==> config.mk <==
export PLATFORM = sky130hd
export DESIGN_NAME = bitset_compare_jaccard_top
export DESIGN_NICKNAME = d
export VERILOG_FILES = /design/src/bjac_pkg.sv /design/src/bjac_div_step.sv /design/src/bitset_compare_jaccard_top.sv
export SDC_FILE = /design/constraint.sdc
export NUM_CORES = 1
export LEC_CHECK = 0
export ABC_AREA = 1
export BUFFER_PORTS_ARGS = -buffer_cell sky130_fd_sc_hd__buf_2
export CORE_MARGIN = 2
export CORE_UTILIZATION = 55
export DETAILED_ROUTE_END_ITERATION = 6
export PLACE_DENSITY_LB_ADDON = 0.2
export SKIP_LAST_GASP = 1
export SYNTH_ARGS = -nofsm -noshare
export SYNTH_HDL_FRONTEND = slang
export SYNTH_SLANG_ARGS = --single-unit
==> constraint.sdc <==
create_clock -name clk -period 10.5 [get_ports clk]
set_clock_uncertainty 0.05 [all_clocks]
set_input_delay 0 -clock clk [delete_from_list [all_inputs] [get_ports clk]]
set_output_delay 0 -clock clk [all_outputs]
set_load 0.01 [all_outputs]
==> src/bjac_pkg.sv <==
// Shared types and constants for the bitset comparison and overlap ratio block.
package bjac_pkg;

    localparam int MAX_ITEMS = 64;
    localparam int SET_W     = 64;
    localparam int CNT_W     = 7;
    localparam int RATIO_W   = 17;
    localparam int BYTES     = SET_W / 8;

    localparam logic [CNT_W-1:0] SET_SIZE_RESET = 7'd64;
    localparam logic [CNT_W-1:0] SET_SIZE_MAX   = CNT_W'(MAX_ITEMS);

    typedef logic [BYTES-1:0][3:0] byte_cnt_t;

    typedef struct packed {
        logic [SET_W-1:0] union_bits;
        logic [SET_W-1:0] common_bits;
        byte_cnt_t        union_bytes;
        byte_cnt_t        common_bytes;
        logic             same_sets;
        logic             a_within_b;
        logic             a_covers_b;
        logic             a_empty;
    } mask_stage_t;

    typedef struct packed {
        logic [SET_W-1:0]   union_bits;
        logic [SET_W-1:0]   common_bits;
        logic [CNT_W-1:0]   union_count;
        logic [CNT_W-1:0]   common_count;
        logic               same_sets;
        logic               a_within_b;
        logic               a_covers_b;
        logic               a_empty;
        logic [CNT_W-1:0]   rem;
        logic [RATIO_W-1:0] quot;
    } item_stage_t;

endpackage

==> src/bjac_div_step.sv <==
// A group of restoring division steps that shift in zero numerator bits.
module bjac_div_step
    import bjac_pkg::*;
#(
    parameter int STEPS = 6
)
(
    input  logic [CNT_W-1:0] rem_in,
    input  logic [CNT_W-1:0] divisor,
    output logic [CNT_W-1:0] rem_out,
    output logic [STEPS-1:0] quot_bits
);

    always_comb
    begin
        logic [CNT_W:0] r;
        r = {1'b0, rem_in};
        quot_bits = '0;
        for (int i = 0; i < STEPS; i++)
        begin
            r = {r[CNT_W-1:0], 1'b0};
            if (r >= {1'b0, divisor})
            begin
                r = r - {1'b0, divisor};
                quot_bits[STEPS-1-i] = 1'b1;
            end
        end
        rem_out = r[CNT_W-1:0];
    end

endmodule

==> src/bitset_compare_jaccard_top.sv <==
// Top level of the bitset comparison block with union, intersection and overlap ratio.
// Each accepted transaction is registered in every stage in turn before it reaches output valid.
// Throughput is one transaction per cycle; each stage holds its item until the next one frees.
// The stages are masking, population count, and three groups of division steps for the ratio.
// Reset clears all stage valid bits and sets set_size to 64.
module bitset_compare_jaccard_top
    import bjac_pkg::*;
(
    input  logic               clk,
    input  logic               rst_n,
    input  logic               cfg_we,
    input  logic [CNT_W-1:0]   cfg_wdata,
    input  logic               in_valid,
    output logic               in_ready,
    input  logic [SET_W-1:0]   set_a,
    input  logic [SET_W-1:0]   set_b,
    output logic               out_valid,
    input  logic               out_ready,
    output logic [SET_W-1:0]   union_bits,
    output logic [SET_W-1:0]   common_bits,
    output logic [CNT_W-1:0]   union_count,
    output logic [CNT_W-1:0]   common_count,
    output logic               same_sets,
    output logic               a_within_b,
    output logic               a_covers_b,
    output logic               a_empty,
    output logic [RATIO_W-1:0] overlap_ratio
);

    localparam int D1_STEPS = 5;
    localparam int D2_STEPS = 6;
    localparam int D3_STEPS = 5;

    function automatic logic [3:0] popcnt8(input logic [7:0] v);
        logic [3:0] n;
        n = '0;
        for (int i = 0; i < 8; i++)
        begin
            n = n + 4'(v[i]);
        end
        return n;
    endfunction

    function automatic logic [CNT_W-1:0] sum_bytes(input byte_cnt_t bc);
        logic [CNT_W-1:0] n;
        n = '0;
        for (int i = 0; i < BYTES; i++)
        begin
            n = n + CNT_W'(bc[i]);
        end
        return n;
    endfunction

    logic [CNT_W-1:0] set_size_reg;

    logic        s1_valid_reg, s2_valid_reg, s3_valid_reg, s4_valid_reg, s5_valid_reg;
    logic        s1_load, s2_load, s3_load, s4_load, s5_load;
    mask_stage_t s1_reg, s1_next;
    item_stage_t s2_reg, s2_next;
    item_stage_t s3_reg, s3_next;
    item_stage_t s4_reg, s4_next;
    item_stage_t s5_reg, s5_next;

    logic [CNT_W-1:0]    d1_rem, d2_rem, d3_rem;
    logic [D1_STEPS-1:0] d1_quot;
    logic [D2_STEPS-1:0] d2_quot;
    logic [D3_STEPS-1:0] d3_quot;
    logic                top_bit;
    logic [CNT_W-1:0]    top_rem;

    always_ff @(posedge clk or negedge rst_n)
    begin
        if (!rst_n)
        begin
            set_size_reg <= SET_SIZE_RESET;
        end
        else if (cfg_we)
        begin
            set_size_reg <= cfg_wdata;
        end
    end

    assign s5_load  = !s5_valid_reg || out_ready;
    assign s4_load  = !s4_valid_reg || s5_load;
    assign s3_load  = !s3_valid_reg || s4_load;
    assign s2_load  = !s2_valid_reg || s3_load;
    assign s1_load  = !s1_valid_reg || s2_load;
    assign in_ready = s1_load;

    always_comb
    begin
        logic [CNT_W-1:0] size_eff;
        logic [SET_W-1:0] mask;
        logic [SET_W-1:0] a;
        logic [SET_W-1:0] b;
        size_eff = (set_size_reg > SET_SIZE_MAX) ? SET_SIZE_MAX : set_size_reg;
        for (int i = 0; i < SET_W; i++)
        begin
            mask[i] = (CNT_W'(i) < size_eff);
        end
        a = set_a & mask;
        b = set_b & mask;
        s1_next.union_bits  = a | b;
        s1_next.common_bits = a & b;
        for (int i = 0; i < BYTES; i++)
        begin
            s1_next.union_bytes[i]  = popcnt8(s1_next.union_bits[8*i +: 8]);
            s1_next.common_bytes[i] = popcnt8(s1_next.common_bits[8*i +: 8]);
        end
        s1_next.same_sets  = (a == b);
        s1_next.a_within_b = ((a & ~b) == '0);
        s1_next.a_covers_b = ((b & ~a) == '0);
        s1_next.a_empty    = (a == '0);
    end

    always_comb
    begin
        s2_next.union_bits   = s1_reg.union_bits;
        s2_next.common_bits  = s1_reg.common_bits;
        s2_next.union_count  = sum_bytes(s1_reg.union_bytes);
        s2_next.common_count = sum_bytes(s1_reg.common_bytes);
        s2_next.same_sets    = s1_reg.same_sets;
        s2_next.a_within_b   = s1_reg.a_within_b;
        s2_next.a_covers_b   = s1_reg.a_covers_b;
        s2_next.a_empty      = s1_reg.a_empty;
        s2_next.rem          = '0;
        s2_next.quot         = '0;
    end

    // The intersection never exceeds the union, so the integer part of the
    // ratio is one bit and is settled by a single compare.
    assign top_bit = (s2_reg.union_count != '0) &&
                     (s2_reg.common_count == s2_reg.union_count);
    assign top_rem = top_bit ? '0 : s2_reg.common_count;

    bjac_div_step #(.STEPS(D1_STEPS)) u_div1
    (
        .rem_in    (top_rem),
        .divisor   (s2_reg.union_count),
        .rem_out   (d1_rem),
        .quot_bits (d1_quot)
    );

    always_comb
    begin
        s3_next      = s2_reg;
        s3_next.rem  = d1_rem;
        s3_next.quot = {top_bit, d1_quot, {(RATIO_W-1-D1_STEPS){1'b0}}};
    end

    bjac_div_step #(.STEPS(D2_STEPS)) u_div2
    (
        .rem_in    (s3_reg.rem),
        .divisor   (s3_reg.union_count),
        .rem_out   (d2_rem),
        .quot_bits (d2_quot)
    );

    always_comb
    begin
        s4_next      = s3_reg;
        s4_next.rem  = d2_rem;
        s4_next.quot = s3_reg.quot;
        s4_next.quot[D3_STEPS +: D2_STEPS] = d2_quot;
    end

    bjac_div_step #(.STEPS(D3_STEPS)) u_div3
    (
        .rem_in    (s4_reg.rem),
        .divisor   (s4_reg.union_count),
        .rem_out   (d3_rem),
        .quot_bits (d3_quot)
    );

    always_comb
    begin
        s5_next      = s4_reg;
        s5_next.rem  = d3_rem;
        s5_next.quot = s4_reg.quot;
        s5_next.quot[D3_STEPS-1:0] = d3_quot;
        if (s4_reg.union_count == '0)
        begin
            s5_next.quot = '0;
        end
    end

    always_ff @(posedge clk or negedge rst_n)
    begin
        if (!rst_n)
        begin
            s1_valid_reg <= 1'b0;
            s2_valid_reg <= 1'b0;
            s3_valid_reg <= 1'b0;
            s4_valid_reg <= 1'b0;
            s5_valid_reg <= 1'b0;
        end
        else
        begin
            if (s1_load)
            begin
                s1_valid_reg <= in_valid;
            end
            if (s2_load)
            begin
                s2_valid_reg <= s1_valid_reg;
            end
            if (s3_load)
            begin
                s3_valid_reg <= s2_valid_reg;
            end
            if (s4_load)
            begin
                s4_valid_reg <= s3_valid_reg;
            end
            if (s5_load)
            begin
                s5_valid_reg <= s4_valid_reg;
            end
        end
    end

    always_ff @(posedge clk)
    begin
        if (s1_load && in_valid)
        begin
            s1_reg <= s1_next;
        end
        if (s2_load && s1_valid_reg)
        begin
            s2_reg <= s2_next;
        end
        if (s3_load && s2_valid_reg)
        begin
            s3_reg <= s3_next;
        end
        if (s4_load && s3_valid_reg)
        begin
            s4_reg <= s4_next;
        end
        if (s5_load && s4_valid_reg)
        begin
            s5_reg <= s5_next;
        end
    end

    assign out_valid     = s5_valid_reg;
    assign union_bits    = s5_reg.union_bits;
    assign common_bits   = s5_reg.common_bits;
    assign union_count   = s5_reg.union_count;
    assign common_count  = s5_reg.common_count;
    assign same_sets     = s5_reg.same_sets;
    assign a_within_b    = s5_reg.a_within_b;
    assign a_covers_b    = s5_reg.a_covers_b;
    assign a_empty       = s5_reg.a_empty;
    assign overlap_ratio = s5_reg.quot;

    a_ratio_range: assert property (@(posedge clk) disable iff (!rst_n)
        out_valid |-> overlap_ratio <= 17'd65536)
        else $error("Overlap ratio exceeds one.");

    a_count_order: assert property (@(posedge clk) disable iff (!rst_n)
        out_valid |-> common_count <= union_count)
        else $error("Intersection count exceeds union count.");

    a_empty_union: assert property (@(posedge clk) disable iff (!rst_n)
        out_valid && union_count == '0 |-> overlap_ratio == '0 && same_sets)
        else $error("Empty union gives a nonzero ratio or unequal sets.");

    a_same_flags: assert property (@(posedge clk) disable iff (!rst_n)
        out_valid && same_sets |-> a_within_b && a_covers_b)
        else $error("Equal sets not flagged as subset and superset.");

    a_full_ratio: assert property (@(posedge clk) disable iff (!rst_n)
        out_valid && union_count != '0 && common_count == union_count
            |-> overlap_ratio == 17'd65536)
        else $error("Identical nonempty sets do not give a ratio of one.");

endmodule

==> run metrics, run 1 <==
status=complete, but fails checks; failing checks=design-rule violations; CTS buffer count=85; gr usage total=0.252; Mapped Cells=3070; routed len/inst=20.4 um; die width=276 um; clk_lat worst skew=640 ps; WP data required=10820 ps; total core area=73100 um2; Worst Hold Class=input pin to flip-flop; Setup crit start kind=flip-flop; Arr. time, crit path=10010 ps; via count=24309; CTS root buffer=clkbuf_16; # IOs=305; post-synth cell types=54; Fmax=103 MHz; layout cells sized above 1=0.151; clk buf depth=3; Worst Setup End Kind=flip-flop; drt total wl=95300 um; gr ovfl total=0; GP Congestion=0.938; Least-Margin Pin Slew=1080 ps; max-slew headroom at the worst pin=0.272; # Max-Cap Violations=0; synth warn=0; Port-buffer cells=304; R2R setup slack=810 ps; Max stage delay cell, worst path=edfxtp_1; largest net degree at the start of global routing=101; ys flop type=edfxtp_1; P&R area growth vs syn=18.2%; H-tree depth=3; post-route setup slack=810 ps; # clock sinks=841; filler cell count=5302; Iteration-0 DRC Markers=1738; fin. max-slew vios=0; most frequent cells in the layout=edfxtp_1, inv_1, nand2_1; Crit Path Max Fanout=10; first-pass iteration count of the detailed router=7; Tmin final=9690 ps; Largest register FFs=196; Place WS=285 ps; Initial Util=0.557; async set-reset flop share out of synthesis=0.0143; Most common cell on crit path=nand2_1; CP max stage delay=480 ps; DR vias/cell=5.19; vias in the first global route=25401; most common cell after layout, fill and taps aside=edfxtp_1; post-synth net total=3739; Clock transition at path regs=60 ps; antenna viol nets, final=0; Final setup viols=0; Die ar.=76200 um2; syn avg cell area=13.3 um2; nets=4322; residual DRC count=9; initial antenna violation count=7; WS Path Type=flip-flop to flip-flop; Syn Std Cell Area=40700 um2; Post-synth EDFFs=829; dpl hpwl=70400 um; period utilisation layout=0.923; number of cell rows=99; Synth Register Bits=841; Seq/Total Area, Yosys=0.619; Die H=276 um; Final Hold Viols=0; CTS tree=built; first-pass GRT wire length=147000 um
==> layer usage <==
layer  up-vias  routed length, um  track usage
li1      11528                  -            -
met1     11970              40800        0.330
met2       640              47400        0.437
met3       163               4200       0.0381
met4         8               2910       0.0755
met5         -                 38            0
==> cells by family after synthesis <==
kind of cell	Yosys count	synth area share
DFF	841	0.619
and+or+nand+nor	795	0.0905
buffers and inverters	589	0.0554
adders and majority gates	529	0.183
AOI/OAI and AO/OA	218	0.0305
xor gates and xnor gates	95	0.0204
muxes	3	0.000799
==> final timing paths <==
path | startpoint | cells after the start | end
setup / recovery | s3_reg[35] | 64 | s4_reg[17]
hold / removal | set_a[25] | 4 | s1_reg[157]
setup reg to reg | s3_reg[35] | 64 | s4_reg[17]
hold reg to reg | s4_reg[148] | 0 | union_bits[42]
max in group asynchronous | rst_n | 3 | set_size_reg[5]
min in group asynchronous | rst_n | 3 | s1_valid_reg
==> worst max-delay path: cells and delay by family, from the launching register on <==
| kind | cells | cell delay, ps |
|---|---|---|
| buffers and inverters | 8 | 660 |
| adders and majority gates | 6 | 1910 |
| DFF | 1 | 480 |
| AOI/OAI and AO/OA | 16 | 2500 |
| and+or+nand+nor | 34 | 3840 |
==> per-stage QoR <==
stage / utilization / TNS [ps] / std cells / instance area [um2] / hold WS, ps
floorplan: - / 0 / 3070 / 40700 / -346
global placement: 0.596 / 0 / 4337 / 43500 / -149
detailed placement: 0.596 / 0 / 4337 / 43500 / -142
CTS: 0.656 / 0 / 4667 / 47900 / 3.26
global route: 0.658 / -23.3 / 4681 / 48100 / 48.6
finish: 0.658 / 0 / 4681 / 48100 / 28.7
==> synthesized netlist by cell type (10+ instances only) <==
library cell  instances  area share
nand3_1              87       0.011
o21ai_1              21      0.0026
nor2_1              115       0.011
nor3_1               12      0.0015
inv_2                13      0.0012
a21oi_1              89       0.011
nor4_1               54      0.0083
nand4_1              29      0.0045
nand2_4              10      0.0028
edfxtp_1            829        0.61
inv_1               558       0.051
xor2_1               51       0.011
ha_1                416        0.13
nand3_2              10      0.0025
xnor2_1              44      0.0095
o21ai_0              64      0.0079
fa_1                113       0.056
dfrtp_1              11      0.0068
nand2_1             431       0.040
==> timing repair <==
action                     CTS  global route
hold endpoints to repair   137             0
hold buffers               176             0
setup endpoints to repair    0            16
setup buffers                0            11
resized for setup            0            26
==> final cells by class <==
cell class              count  area [um2]  area share
flip-flops and latches    841       25200       0.524
multi-input cells        1641       13400       0.278
repair buffers            510        3510      0.0730
clock buffers             104        2220      0.0461
inverters                 574        2180      0.0454
well taps                 959        1200      0.0249
clock inverters            50         420     0.00874
diodes                      2        5.00    0.000104
Power of run 1 is left out: the tool's default activity adds up to more than one toggle a clock period on the data nets, which glitch-free logic cannot reach.
==> run 2, diff against run 1 <==
--- a/config.mk
+++ b/config.mk
@@ -10,8 +10,9 @@
 export CORE_MARGIN = 2
 export CORE_UTILIZATION = 55
 export DETAILED_ROUTE_END_ITERATION = 6
-export PLACE_DENSITY_LB_ADDON = 0.2
+export PLACE_DENSITY = 0.77
 export SKIP_LAST_GASP = 1
 export SYNTH_ARGS = -nofsm -noshare
 export SYNTH_HDL_FRONTEND = slang
+export SYNTH_HIERARCHICAL = 1
 export SYNTH_SLANG_ARGS = --single-unit
==> constraint.sdc (replaced) <==
create_clock -name clk -period 8.4 [get_ports clk]
set_clock_uncertainty 0.05 [all_clocks]
set_input_delay 0 -clock clk [delete_from_list [all_inputs] [get_ports clk]]
set_output_delay 0 -clock clk [all_outputs]
set_load 0.01 [all_outputs]
==> run 2 against run 1 <==
  * The run now ends clean
  * Non-clock buffer count increased by 124
  * Setup slack got worse by 670 ps
  * Sequential share of layout area fell by 2.3 points
  * Worst hold slack got worse by 5.8 ps
  * Die area is 1.2% higher
  * Critical path type unchanged
==> run metrics, run 2 <==
Crit Path Max Fanout=8 (-2); Die H=278 um (+0.61%); total core area=74300 um2 (+1.7%); most common cell after layout, fill and taps aside=edfxtp_1; period utilisation layout=0.983 (+0.0603); # clock sinks=841 (unchanged); P&R area growth vs syn=22.0%; RSZ-0062 raised after global routing=true; largest net degree at the start of global routing=197 (+95%); synth warn=6 (+6); WS Path Type=flip-flop to flip-flop; Sum Neg Setup Slack=0 ps (unchanged); layout cells sized above 1=0.213 (+0.0623); die width=278 um (+0.61%); FF-to-FF End=s4_reg[21]; GP Congestion=0.940 (+0.22%); first-pass iteration count of the detailed router=7 (unchanged); min-delay src=set_b[6]; gr ovfl total=0 (unchanged); DP Cell Count=4513 (+4.1%); R2R setup slack=140 ps (-670 ps); Worst Setup End Kind=flip-flop; antenna viol nets, final=0 (unchanged); first-pass GRT wire length=143000 um (-2.8%); H-tree depth=3 (unchanged); clk_lat worst skew=640 ps (about the same); residual DRC count=0 (-9); Clock transition at path regs=60 ps (about the same); Iteration-0 DRC Markers=1873 (+7.8%); Final setup viols=0 (unchanged); Finished Layout Cells=4892 (+4.5%); Die ar.=77100 um2 (+1.2%); CTS tree=built; dpl hpwl=65300 um (-7.2%); via count=25503 (+4.9%); Least-Margin Pin Slew=1250 ps (+168 ps); nets=4522 (+4.6%); vias in the first global route=25652 (+0.99%); Arr. time, crit path=8600 ps (-1410 ps); most frequent cells in the layout=edfxtp_1, inv_1, nand2_1; RR Startpoint=s3_reg[17]; number of cell rows=100 (+1.0%); Max stage delay cell, worst path=edfxtp_1; Syn Std Cell Area=41200 um2 (+1.2%); initial antenna violation count=2 (-5); drt total wl=93800 um (-1.6%); hold path cells=4 (unchanged); Fmax=121 MHz (+17%); DR vias/cell=5.21 (+0.39%); CP max stage delay=420 ps (-60 ps); post-route setup slack=141 ps (-668 ps); # Max-Cap Violations=0 (unchanged); Tmin final=8260 ps (-1430 ps); max-slew headroom at the worst pin=0.166 (-0.106); Worst Hold End=s1_reg[74]; Setup crit start kind=flip-flop; Initial Util=0.555 (-0.00250); routed len/inst=19.2 um (-5.9%); Largest register FFs=196 (unchanged); WP data required=8740 ps (-2080 ps); clk buf depth=3 (unchanged); Reg2Reg Depth=65 (+1.6%); post-synth net total=3819 (+2.1%); fin. max-slew vios=0 (unchanged); syn avg cell area=13.1 um2 (-1.3%); Mapped Cells=3149 (+2.6%); Port-buffer cells=304 (unchanged); CTS buffer count=85 (unchanged); Place WS=-201 ps (-486 ps); Final Hold Viols=0 (unchanged); Worst Hold Class=input pin to flip-flop; gr usage total=0.243 (-0.00921); CTS root buffer=clkbuf_16; Most common cell on crit path=nand2_2; # IOs=305 (unchanged); status=completed
-- run 2: cell types whose count changed in the layout (fill, tap and decap cells not counted), moves of 27 or more --
cell	change
a21oi_1	-43
buf_4	+118
ha_1	-27
nand2_2	+48
nand3_1	+109
o21ai_0	-33
-- run 2: repair_timing --
item | in CTS | in global routing
hold endpoints to repair | 157 | 0
pin swaps | 5 | 79
endpoints found under the setup margin | 8 | 17
gates cloned | 0 | 1
hold buffers | 179 | 0
gates resized for setup | 7 | 141
setup buffers | 4 | 37
-- run 2: critical path, delay by kind of cell, from the launching register on --
| kind | cells | cell delay, ps |
|---|---|---|
| and+or+nand+nor | 32 | 3070 |
| AOI/OAI and AO/OA | 16 | 2020 |
| adders and majority gates | 7 | 1690 |
| buffers and inverters | 10 | 780 |
| DFF | 1 | 420 |
-- run 2: worst max-delay path by stage --
stage	from	end	cells after the start
3_5_place_dp	s3_reg[17]	s4_reg[23]	62
3_3_place_gp	s3_reg[17]	s4_reg[23]	63
2_1_floorplan	s3_reg[35]	s4_reg[19]	63
6_report	s3_reg[17]	s4_reg[21]	65
4_1_cts	s3_reg[36]	s4_reg[23]	65
5_1_grt	s3_reg[17]	s4_reg[21]	67
-- run 2: through the flow --
step | util | hold slack (ps) | instance area (um2)
5_1_grt | 0.677 | 43.7 | 50300
3_3_place_gp | 0.602 | -157 | 44700
2_1_floorplan | - | -346 | 41200
6_report | 0.677 | 22.9 | 50300
4_1_cts | 0.664 | 0.109 | 49400
3_5_place_dp | 0.602 | -150 | 44700
-- run 2: metal layers --
layer,part of all wire,vias to the layer above,global-route usage
li1,-,12028,-
met3,0.056,218,0.0364
met2,0.51,882,0.421
met4,0.042,2,0.106
met5,0.00017,-,0
met1,0.40,12373,0.304
-- run 2: cell type report --
class	count	area (um2)
diodes	1	2.50
flip-flops and latches	841	25200
well taps	969	1210
multi-input cells	1707	14300
clock inverters	46	564
repair buffers	634	4480
fillers	5144	24000
clock buffers	111	2280
inverters	583	2220
Power of run 2 is left out for the same reason.
